==> config.mk <==
export PLATFORM = sky130hd
export DESIGN_NAME = pgalloc_front
export DESIGN_NICKNAME = d
export VERILOG_FILES = /design/src/design/pgalloc_pkg.sv /design/src/design/pgalloc_front.sv
export SDC_FILE = /design/constraint.sdc
export NUM_CORES = 1
export LEC_CHECK = 0
export ABC_AREA = 1
export CAP_MARGIN = 20
export CORE_ASPECT_RATIO = 1.4
export CORE_MARGIN = 5
export CORE_UTILIZATION = 60
export CTS_BUF_LIST = sky130_fd_sc_hd__clkbuf_16
export CTS_CLUSTER_SIZE = 20
export DETAILED_ROUTE_END_ITERATION = 12
export DONT_BUFFER_PORTS = 1
export PLACE_DENSITY = 0.76
export SYNTH_ARGS = -nofsm -noshare
export SYNTH_HDL_FRONTEND = slang
export SYNTH_SLANG_ARGS = --single-unit
==> constraint.sdc <==
create_clock -name clk_i -period 8 [get_ports clk_i]
set_clock_uncertainty 0.1 [all_clocks]
set_input_delay 0.4 -clock clk_i [delete_from_list [all_inputs] [get_ports clk_i]]
set_output_delay 0.4 -clock clk_i [all_outputs]
set_load 0.01 [all_outputs]
==> src/design/pgalloc_pkg.sv <==
package pgalloc_pkg;

  typedef enum logic [1:0] {
    CMD_ALLOC  = 2'd0,
    CMD_FREE   = 2'd1,
    CMD_INCREF = 2'd2,
    CMD_DONATE = 2'd3
  } cmd_e;

  typedef enum logic [2:0] {
    ST_OK       = 3'd0,
    ST_OOM      = 3'd1,
    ST_BAD_ADDR = 3'd2,
    ST_OVERFLOW = 3'd3,
    ST_UNREF    = 3'd4,
    ST_FULL     = 3'd5
  } status_e;

  typedef enum logic [1:0] {
    REG_TABLE_BASE   = 2'd0,
    REG_FIRST_USABLE = 2'd1,
    REG_TOP          = 2'd2
  } reg_idx_e;

  localparam int unsigned AddrW = 32;
  localparam int unsigned CountW = 8;
  localparam logic [CountW-1:0] CountMax = '1;

  // classified item passed from front to back
  typedef struct packed {
    cmd_e             cmd;
    logic [AddrW-1:0] addr;
    logic             addr_ok;
  } item_t;

endpackage

==> src/design/pgalloc_front.sv <==
module pgalloc_front #(
  parameter int unsigned NUM_PAGES  = 32768,
  parameter int unsigned PAGE_SHIFT = 12
) (
  input  logic                      clk_i,
  input  logic                      rst_ni,
  input  logic                      start,
  output logic                      busy,
  input  pgalloc_pkg::cmd_e         cmd_i,
  input  logic [31:0]               addr_i,
  input  logic [31:0]               base_i,
  input  logic [31:0]               first_usable_i,
  input  logic [31:0]               top_i,
  input  logic                      clearing_i,
  input  logic                      pop_i,
  output logic                      head_valid_o,
  output pgalloc_pkg::item_t        head_o
);
  import pgalloc_pkg::*;

  item_t       q_mem_q [2];
  logic        wr_ptr_q, wr_ptr_d, rd_ptr_q, rd_ptr_d;
  logic [1:0]  count_q, count_d;
  logic        push;
  logic [31:0] diff, pg;
  item_t       item_in;

  assign busy = (count_q == 2'd2) || clearing_i;
  assign push = start && !busy;

  always_comb begin
    diff            = addr_i - base_i;
    pg              = diff >> PAGE_SHIFT;
    item_in.cmd     = cmd_i;
    item_in.addr    = addr_i;
    item_in.addr_ok = (addr_i[PAGE_SHIFT-1:0] == '0) &&
                      (addr_i >= first_usable_i) && (addr_i < top_i) &&
                      (addr_i >= base_i) && (pg < 32'(NUM_PAGES));
  end

  always_comb begin
    wr_ptr_d = wr_ptr_q;
    rd_ptr_d = rd_ptr_q;
    count_d  = count_q;
    if (push) begin
      wr_ptr_d = !wr_ptr_q;
    end
    if (pop_i) begin
      rd_ptr_d = !rd_ptr_q;
    end
    if (push && !pop_i) begin
      count_d = count_q + 2'd1;
    end else if (!push && pop_i) begin
      count_d = count_q - 2'd1;
    end
  end

  always_ff @(posedge clk_i or negedge rst_ni) begin
    if (!rst_ni) begin
      wr_ptr_q <= 1'b0;
      rd_ptr_q <= 1'b0;
      count_q  <= 2'd0;
    end else begin
      wr_ptr_q <= wr_ptr_d;
      rd_ptr_q <= rd_ptr_d;
      count_q  <= count_d;
    end
  end

  always_ff @(posedge clk_i) begin
    if (push) begin
      q_mem_q[wr_ptr_q] <= item_in;
    end
  end

  assign head_valid_o = (count_q != 2'd0);
  assign head_o       = q_mem_q[rd_ptr_q];

  a_count_bound: assert property (@(posedge clk_i) disable iff (!rst_ni)
    count_q != 2'd3) else $error("item queue overrun");
  a_pop_nonempty: assert property (@(posedge clk_i) disable iff (!rst_ni)
    pop_i |-> count_q != 2'd0) else $error("pop from empty item queue");
  a_clear_blocks: assert property (@(posedge clk_i) disable iff (!rst_ni)
    clearing_i |=> $past(!push)) else $error("item taken during count clear");

endmodule

==> results of run 1 <==
## cell usage in the layout (no fill, tap or decap), drive strengths merged, types with 3 or more instances in the layout
master,synthesis,layout
nand3,26,26
nand2,198,198
xor2,3,3
o21bai,7,7
mux2,35,35
nand4,6,6
clkbuf,1,9
buf,3,3
nor3b,3,3
inv,173,176
and3,3,3
o21a,3,3
ha,96,96
edfxtp,70,70
nor2,56,56
a21o,3,3
a21oi,54,54
o21ai,15,15
dfrtp,4,4
nor3,7,7
## report_power, final
part | internal, mW | leakage [nW] | switching (mW)
logic | 0.175 | 2.66 | 0.254
registers | 0.484 | 0.687 | 0.0329
clock network | 0.247 | 0.149 | 0.170
total | 0.906 | 3.49 | 0.456
## sequential cells by signal, indices dropped and copies added, names as in the netlist
name / cells
q_mem_q: 70
rd_ptr_q: 1
wr_ptr_q: 1
count_q: 2
## cells by family after synthesis
| logic type | Yosys count | share of synthesized area |
|---|---|---|
| xor gates and xnor gates | 4 | 0.00560 |
| and+or+nand+nor | 302 | 0.207 |
| DFF | 74 | 0.352 |
| buffers and inverters | 177 | 0.107 |
| muxes | 35 | 0.0629 |
| adders and majority gates | 96 | 0.192 |
| AOI/OAI and AO/OA | 85 | 0.0741 |
## layer usage
metal,share of wire,vias to the layer above
li1,-,2527
met1,0.36,2265
met2,0.52,183
met3,0.070,61
met4,0.051,0
met5,0,-
## worst paths after layout
| check | end | slack (ns) | start | cells past startpoint |
|---|---|---|---|---|
| worst max register to register | q_mem_q[1][10] | 6.06 | count_q[0] | 5 |
| min in group asynchronous | wr_ptr_q | 0.23 | rst_ni | 1 |
| worst max-delay path | head_o[9] | 5.47 | rd_ptr_q | 2 |
| worst min register to register | count_q[0] | 0.39 | count_q[0] | 1 |
| worst min-delay path | rd_ptr_q | 0.04 | pop_i | 1 |
| max in group asynchronous | count_q[1] | 7.38 | rst_ni | 1 |
## stage by stage
| stage | setup WS, ns | area, um2 |
|---|---|---|
| after detailed placement | 5.80 | 6440 |
| after global placement | 5.84 | 6440 |
| after floorplan | 5.36 | 6260 |
| final | 5.47 | 6810 |
| after CTS | 5.45 | 6760 |
| after global routing | 5.38 | 6810 |
## final cells by class
type | count | area [um2] | area share
Sequential cell | 74 | 2200 | 0.323
Clock inverter | 7 | 83.8 | 0.0123
Timing Repair Buffer | 4 | 72.6 | 0.0107
Tap cell | 138 | 173 | 0.0253
Clock buffer | 9 | 225 | 0.0331
Multi-Input combinational cell | 522 | 3410 | 0.500
Inverter | 173 | 649 | 0.0953
## synthesized netlist by cell type (2+ instances only)
cell        n  area [um2]
nor3_2      3        30.0
edfxtp_1   70        2100
xor2_1      3        26.3
nor3_1      4        20.0
nor3b_2     3        37.5
mux2_2     35         394
o21bai_1    7        52.6
o21ai_0    14        70.1
o21a_1      3        22.5
nand4_1     6        37.5
ha_1       96        1200
inv_1     165         619
a21o_1      3        22.5
nor2_1     50         188
a21oi_1    54         270
nor2_2      5        31.3
buf_2       3        15.0
nand3_1    25         125
nand3b_1    2        15.0
nand2_1   191         717
nand2_2     6        37.5
and3_1      3        18.8
inv_2       8        30.0
dfrtp_1     4         100
## timing repair
item / in CTS / in global routing
buffers inserted: 0 / 0
hold buffers: 1 / 0
hold endpoints to repair: 4 / 0
endpoints found under the setup margin: 0 / 0
==> impl_metrics.py, run 1 <==
metrics = {
    "setup_path": {
        "cp_max_fo": 19,
        "path_delay_family": "flip-flops",
        "worst-endpoint-arrival_ns": 2.03,
        "cp-start-kind": "flip-flop",
        "critPathKind": "flip-flop to output pin",
        "cp_slowest_cell": "dfrtp_1",
        "critPathCaptureType": "output pin",
        "cpPeakStageDelay_ns": 0.83,
        "cp_cell_sequence": "buf_4 > mux2_2",
        "cp_num_buf_inv": 1,
        "required_ns": 7.50,
    },
    "timing": {
        "max_slew_margin": 0.504,
        "period_share": 0.316,
        "hold_violations": 0,
        "holdWs_ns": 0.0408,
        "grt_setup_unrepaired": "false",
        "slew_viol_final": 0,
        "fin_crit_ns": 2.53,
        "setup_viol": 0,
        "worstMarginPinSlew_ns": 0.744,
        "finalSetupTns_ns": 0,
        "max_freq_mhz": 395,
    },
    "finish": {
        "synthToLayoutAreaGrowth_pct": 8.79,
        "fillers": 882,
        "num_antenna_cells": 0,
        "instances_no_fill": 927,
        "nets": 1015,
        "drive_gt1_frac": 0.106,
        "fin_util": 0.662,
    },
    "synth": {
        "avgSynthCellArea_um2": 8.10,
        "async_flop_share": 0.0541,
        "post_synth_num_cell_types": 34,
        "yosysSeqAreaShare": 0.352,
        "ys_warn_count": 0,
        "synth_edf_count": 70,
        "ys_seq_elements": 74,
        "ys.flop_type": "edfxtp_1",
        "syn_nets": 1004,
        "synth_area_mm2": 0.00626,
        "postSynthCellCount": 773,
    },
    "place": {
        "dp_cells": 908,
        "port_buffers": 0,
        "dp_hpwl_mm": 13.0,
        "gp_congestion": 0.882,
    },
    "floorplanning": {
        "die_height_um": 131,
        "io_pins": 172,
        "fp.dieW_um": 96.3,
        "core-area_mm2": 0.0103,
        "initial_utilization": 0.608,
        "rows": 44,
        "die_area_mm2": 0.0126,
    },
    "clock_network": {
        "htreeDepth": 3,
        "clk_latency_ns": 0.34,
        "cts_sinks": 74,
        "clk_transition_reported_paths_ns": 0.07,
        "cts-root-buf": "clkbuf_16",
        "ctsResizeCount": 0,
        "cts_tree": "yes",
        "cts_buffers": 9,
        "cts_buffer_depth": 2,
    },
    "global_routing": {
        "overflow": 0,
        "grt_busiest_layer": "met2",
        "track_usage": 0.258,
        "use_met2": 0.468,
        "grtUsageMet1": 0.266,
        "grt_antenna_before_repair": 0,
        "grt_pass1_wl_mm": 24.6,
        "use_met3": 0.0664,
        "grt_max_degree": 36,
        "first_global_vias": 5383,
    },
    "routing": {
        "drtIter0Drc": 200,
        "dr.pass1.iters": 5,
        "vias_per_cell": 5.43,
        "vias": 5036,
        "route.detailed.drc": 0,
        "wl_per_cell_um": 17.1,
        "ant_nets": 0,
        "routed_wl_mm": 15.9,
    },
    "power": {
        "power.density_mw_per_mm2": 200,
        "leakage_nw": 3.49,
        "power_mw": 1.36,
        "peakVddDrop_mv": 0.116,
    },
    "run": {
        "max_cap_violations": 0,
    },
    "hold_path": {
        "hold_class": "input pin to flip-flop",
    },
    "outcome": {
        "status": "complete, no violations",
    },
}
Note: power is estimated with default switching activity, not from simulation.
==> inputs of run 2 (changes only) <==
==> constraint.sdc (replaced) <==
create_clock -name clk_i -period 2.55 [get_ports clk_i]
set_clock_uncertainty 0.1 [all_clocks]
set_input_delay 0.1275 -clock clk_i [delete_from_list [all_inputs] [get_ports clk_i]]
set_output_delay 0.1275 -clock clk_i [all_outputs]
set_load 0.01 [all_outputs]
==> impl_metrics.py, run 2 (synthesized netlist as in run 1, its figures left out) <==
metrics = {
    "floorplanning": {
        "fp.dieW_um": 96.3,
        "io_pins": 172,
        "die_height_um": 131,
        "rows": 44,
        "core-area_mm2": 0.0103,
        "die_area_mm2": 0.0126,
        "initial_utilization": 0.608,
    },
    "clock_network": {
        "cts_tree": "yes",
        "cts_sinks": 74,
        "cts_hold_buf": 37,
        "cts_buffers": 9,
        "clk_transition_reported_paths_ns": 0.07,
        "htreeDepth": 3,
        "cts-root-buf": "clkbuf_16",
        "cts_setup_buffers": 0,
        "clk_latency_ns": 0.34,
        "ctsResizeCount": 0,
        "cts_buffer_depth": 2,
    },
    "finish": {
        "num_antenna_cells": 0,
        "largest_reg_flops": 70,
        "final_cell_mix": "nand2_1 (191), inv_1 (165), ha_1 (96)",
        "fillers": 832,
        "top_regs": "q_mem_q (70), count_q (2)",
        "largest_register": "q_mem_q",
        "mostFrequentLayoutCell": "nand2_1",
        "nets": 1052,
        "synthToLayoutAreaGrowth_pct": 14.4,
        "drive_gt1_frac": 0.103,
    },
    "run": {
        "max_cap_violations": 0,
    },
    "setup_path": {
        "cp-start-kind": "flip-flop",
        "cp_num_buf_inv": 2,
        "required_ns": 2.48,
        "critPathCaptureType": "flip-flop",
        "critPathKind": "flip-flop to flip-flop",
        "worst-endpoint-arrival_ns": 1.85,
        "path_delay_family": "simple AND/OR/NAND/NOR gates",
        "cp_slowest_cell": "nor2_4",
        "cp_max_fo": 21,
        "cpPeakStageDelay_ns": 0.49,
        "cp_cell_sequence": "inv_1 > nand2_1 > nand3_1 > nor2_4 > buf_12",
    },
    "routing": {
        "wl_per_cell_um": 17.2,
        "dr.pass1.iters": 4,
        "vias_per_cell": 5.49,
        "routed_wl_mm": 16.6,
        "vias": 5296,
        "drtIter0Drc": 206,
        "ant_nets": 0,
        "route.detailed.drc": 0,
    },
    "global_routing": {
        "grt_max_degree": 22,
        "grt_pass1_wl_mm": 24.8,
        "track_usage": 0.259,
        "grt_antenna_before_repair": 0,
        "overflow": 0,
        "first_global_vias": 5504,
    },
    "timing": {
        "slew_viol_final": 0,
        "setup_viol": 0,
        "finalSetupTns_ns": 0,
        "holdWs_ns": 0.0428,
        "grt_setup_unrepaired": "false",
        "fin_crit_ns": 1.91,
        "max_slew_margin": 0.648,
        "period_share": 0.750,
        "worstMarginPinSlew_ns": 0.527,
        "max_freq_mhz": 523,
        "hold_violations": 0,
    },
    "place": {
        "gp_congestion": 0.895,
        "port_buffers": 0,
        "dp_hpwl_mm": 12.9,
    },
    "power": {
        "leakage_nw": 3.64,
        "power.density_mw_per_mm2": 605,
        "peakVddDrop_mv": 0.379,
    },
    "hold_path": {
        "hold_class": "input pin to flip-flop",
    },
    "outcome": {
        "status": "complete, no violations",
    },
}
run 2: changes by cell type in the layout (fill, tap and decap cells not counted), sizes merged:
cell         delta
buf             +1
clkinv          -2
inv             +1
clkinvlp        +1
dlygate4sd3    +36
run 2: per-stage QoR:
stage / worst slack, ns / instances / util / cell area [um2] / power [mW]
final: 0.636 / 964 / 0.696 / 7160 / 4.34
after global routing: 0.531 / 964 / 0.696 / 7160 / 4.54
after CTS: 0.617 / 964 / 0.696 / 7160 / 4.35
after detailed placement: 0.604 / 911 / 0.630 / 6480 / 2.99
after global placement: 0.645 / 911 / 0.630 / 6480 / 2.94
after floorplan: -0.0863 / 773 / - / 6260 / 2.67
run 2: final timing paths:
path	start	slack (ns)	cells past startpoint	to
max	count_q[0]	0.64	5	q_mem_q[0][14]
min	start	0.04	2	wr_ptr_q
max reg2reg	count_q[0]	0.64	5	q_mem_q[0][14]
min reg2reg	count_q[0]	0.39	1	count_q[0]
max in group asynchronous	rst_ni	1.69	2	rd_ptr_q
min in group asynchronous	rst_ni	0.49	2	count_q[1]
run 2: cell type report:
type | count | area (um2) | share of cell area
well taps | 138 | 173 | 0.0241
repair buffers | 41 | 425 | 0.0594
multi-input cells | 522 | 3410 | 0.475
flip-flops and latches | 74 | 2200 | 0.307
clock inverters | 7 | 82.6 | 0.0115
clock buffers | 9 | 225 | 0.0314
inverters | 173 | 649 | 0.0907
run 2: power breakdown:
part	leakage, nW	switching (mW)	internal, mW
clock	0.145	0.527	0.774
combinational	2.81	0.876	0.588
sequential	0.687	0.0507	1.52
total	3.64	1.45	2.88
run 2: layer usage:
metal,GRT usage,vias up,wire (um)
li1,-,2603,-
met1,0.263,2425,6100
met2,0.477,203,8690
met3,0.0533,65,935
met4,0.157,0,825
met5,0,-,0
==> inputs of run 3 (changes only) <==
==> constraint.sdc (replaced) <==
create_clock -name clk_i -period 2 [get_ports clk_i]
set_clock_uncertainty 0.1 [all_clocks]
set_input_delay 0.1 -clock clk_i [delete_from_list [all_inputs] [get_ports clk_i]]
set_output_delay 0.1 -clock clk_i [all_outputs]
set_load 0.01 [all_outputs]
==> impl_metrics.py, run 3 (synthesized netlist as in run 1, its figures left out) <==
metrics = {
    "outcome": {
        "status": "complete, no violations",
    },
    "place": {
        "dp_hpwl_mm": 12.6,
        "gp_congestion": 0.891,
        "placed_cell_area_mm2": 0.00649,
        "dp_cells": 912,
        "port_buffers": 0,
    },
    "timing": {
        "finalSetupTns_ns": 0,
        "hold_violations": 0,
        "max_slew_margin": 0.811,
        "fin_crit_ns": 1.69,
        "worstMarginPinSlew_ns": 0.283,
        "slew_viol_final": 0,
        "period_share": 0.843,
        "max_freq_mhz": 593,
        "holdWs_ns": 0.0403,
        "grt_setup_unrepaired": "false",
        "setup_viol": 0,
    },
    "setup_path": {
        "crit_cells": 8,
        "required_ns": 2.11,
        "path_common_cell": "inv_1",
        "path_delay_family": "flip-flops",
        "cp_slowest_cell": "dfrtp_1",
        "cpPeakStageDelay_ns": 0.40,
        "critPathCaptureType": "flip-flop",
        "cp_max_fo": 4,
        "reg2reg_depth": 8,
        "critPathKind": "flip-flop to flip-flop",
        "cp-start-kind": "flip-flop",
        "cp_cell_sequence": "inv_1 > nand2_1 > nand3_1 > inv_1 > ha_1 > a21oi_1 > o21ai_0 > xor2_1",
        "cp_num_buf_inv": 2,
        "rrSetupSlack_ns": 0.31,
        "worst-endpoint-arrival_ns": 1.80,
    },
    "global_routing": {
        "first_global_vias": 5429,
        "grt_pass1_wl_mm": 25.0,
        "grt_antenna_before_repair": 0,
        "grt_max_degree": 37,
        "track_usage": 0.261,
        "overflow": 0,
    },
    "clock_network": {
        "cts_buffers": 9,
        "clk_transition_reported_paths_ns": 0.07,
        "cts-root-buf": "clkbuf_16",
        "htreeDepth": 3,
        "cts_buffer_depth": 2,
        "cts_sinks": 74,
        "cts_tree": "yes",
        "clk_latency_ns": 0.34,
    },
    "power": {
        "pwr-share-comb": 0.343,
        "switchingPower_mw": 1.87,
        "swShare": 0.345,
        "p_clk_frac": 0.288,
        "sequentialPowerShare": 0.369,
        "peakVddDrop_mv": 0.406,
        "p_int_mw": 3.57,
        "leakage_nw": 3.64,
        "power.density_mw_per_mm2": 760,
    },
    "finish": {
        "num_antenna_cells": 0,
        "instances_no_fill": 966,
        "drive_gt1_frac": 0.104,
        "largest_reg_flops": 70,
        "fillers": 853,
        "mostFrequentLayoutCell": "nand2_1",
        "largest_register": "q_mem_q",
        "post-route-cell-area_mm2": 0.00716,
        "synthToLayoutAreaGrowth_pct": 14.3,
        "top_regs": "q_mem_q (70), count_q (2)",
        "nets": 1054,
        "final_cell_mix": "nand2_1 (191), inv_1 (165), ha_1 (96)",
    },
    "routing": {
        "ant_nets": 0,
        "routed_wl_mm": 16.6,
        "wl_per_cell_um": 17.2,
        "route.detailed.drc": 0,
        "vias_per_cell": 5.45,
        "dr.pass1.iters": 4,
        "vias": 5266,
        "drtIter0Drc": 217,
    },
    "hold_path": {
        "hold_class": "input pin to flip-flop",
        "min_path_cells": 4,
    },
    "floorplanning": {
        "fp.dieW_um": 96.3,
        "io_pins": 172,
        "initial_utilization": 0.608,
        "die_height_um": 131,
        "rows": 44,
        "core-area_mm2": 0.0103,
        "die_area_mm2": 0.0126,
    },
    "run": {
        "max_cap_violations": 0,
    },
}
-- run 3: per-layer routing --
layer	vias to the layer above	routed length [um]	global-route usage
met4	0	626	0.116
met3	52	1050	0.0693
met1	2423	6050	0.268
met2	182	8860	0.487
li1	2609	-	-
met5	-	0	0
-- run 3: timing repair --
| item | in CTS | in global routing |
|---|---|---|
| gates resized for setup | 0 | 0 |
| hold endpoints to repair | 75 | 0 |
| hold buffers | 38 | 0 |
| setup buffers | 0 | 0 |
-- run 3: tightest hold or removal path, stage by stage --
cell and delay (ns):
inv_1 0.03, nand3_1 0.10, buf_4 0.15, xor2_1 0.06
-- run 3: stage by stage --
step / setup slack, ns / power, mW / utilization
3_5_place_dp: 0.0647 / 3.82 / 0.631
5_1_grt: 0.226 / 5.73 / 0.695
4_1_cts: 0.311 / 5.47 / 0.695
6_report: 0.314 / 5.44 / 0.695
3_3_place_gp: 0.0547 / 3.77 / 0.631
2_1_floorplan: -0.0860 / 3.40 / -
-- run 3: final cells by class --
| cell class | count | area [um2] | area share |
|---|---|---|---|
| clock buffer | 9 | 225 | 0.0315 |
| sequential | 74 | 2200 | 0.308 |
| timing repair buffer | 43 | 443 | 0.0619 |
| tap | 138 | 173 | 0.0241 |
| inverter | 173 | 649 | 0.0907 |
| multi-input combinational | 522 | 3410 | 0.476 |
| clock inverter | 7 | 60.1 | 0.00839 |
-- run 3: worst paths after layout --
kind | end | start
max in group asynchronous | count_q[1] | rst_ni
setup reg to reg | count_q[1] | count_q[0]
hold reg to reg | count_q[0] | count_q[0]
setup / recovery | count_q[1] | count_q[0]
hold / removal | wr_ptr_q | clearing_i
min in group asynchronous | count_q[0] | rst_ni
-- run 3: power groups by stage --
stage | clock network, mW | logic (mW) | registers [mW]
3_3_place_gp | 0 | 1.75 | 2.02
2_1_floorplan | 0 | 1.39 | 2.01
5_1_grt | 1.65 | 2.06 | 2.02
3_5_place_dp | 0 | 1.79 | 2.04
6_report | 1.57 | 1.87 | 2.00
4_1_cts | 1.58 | 1.88 | 2.00
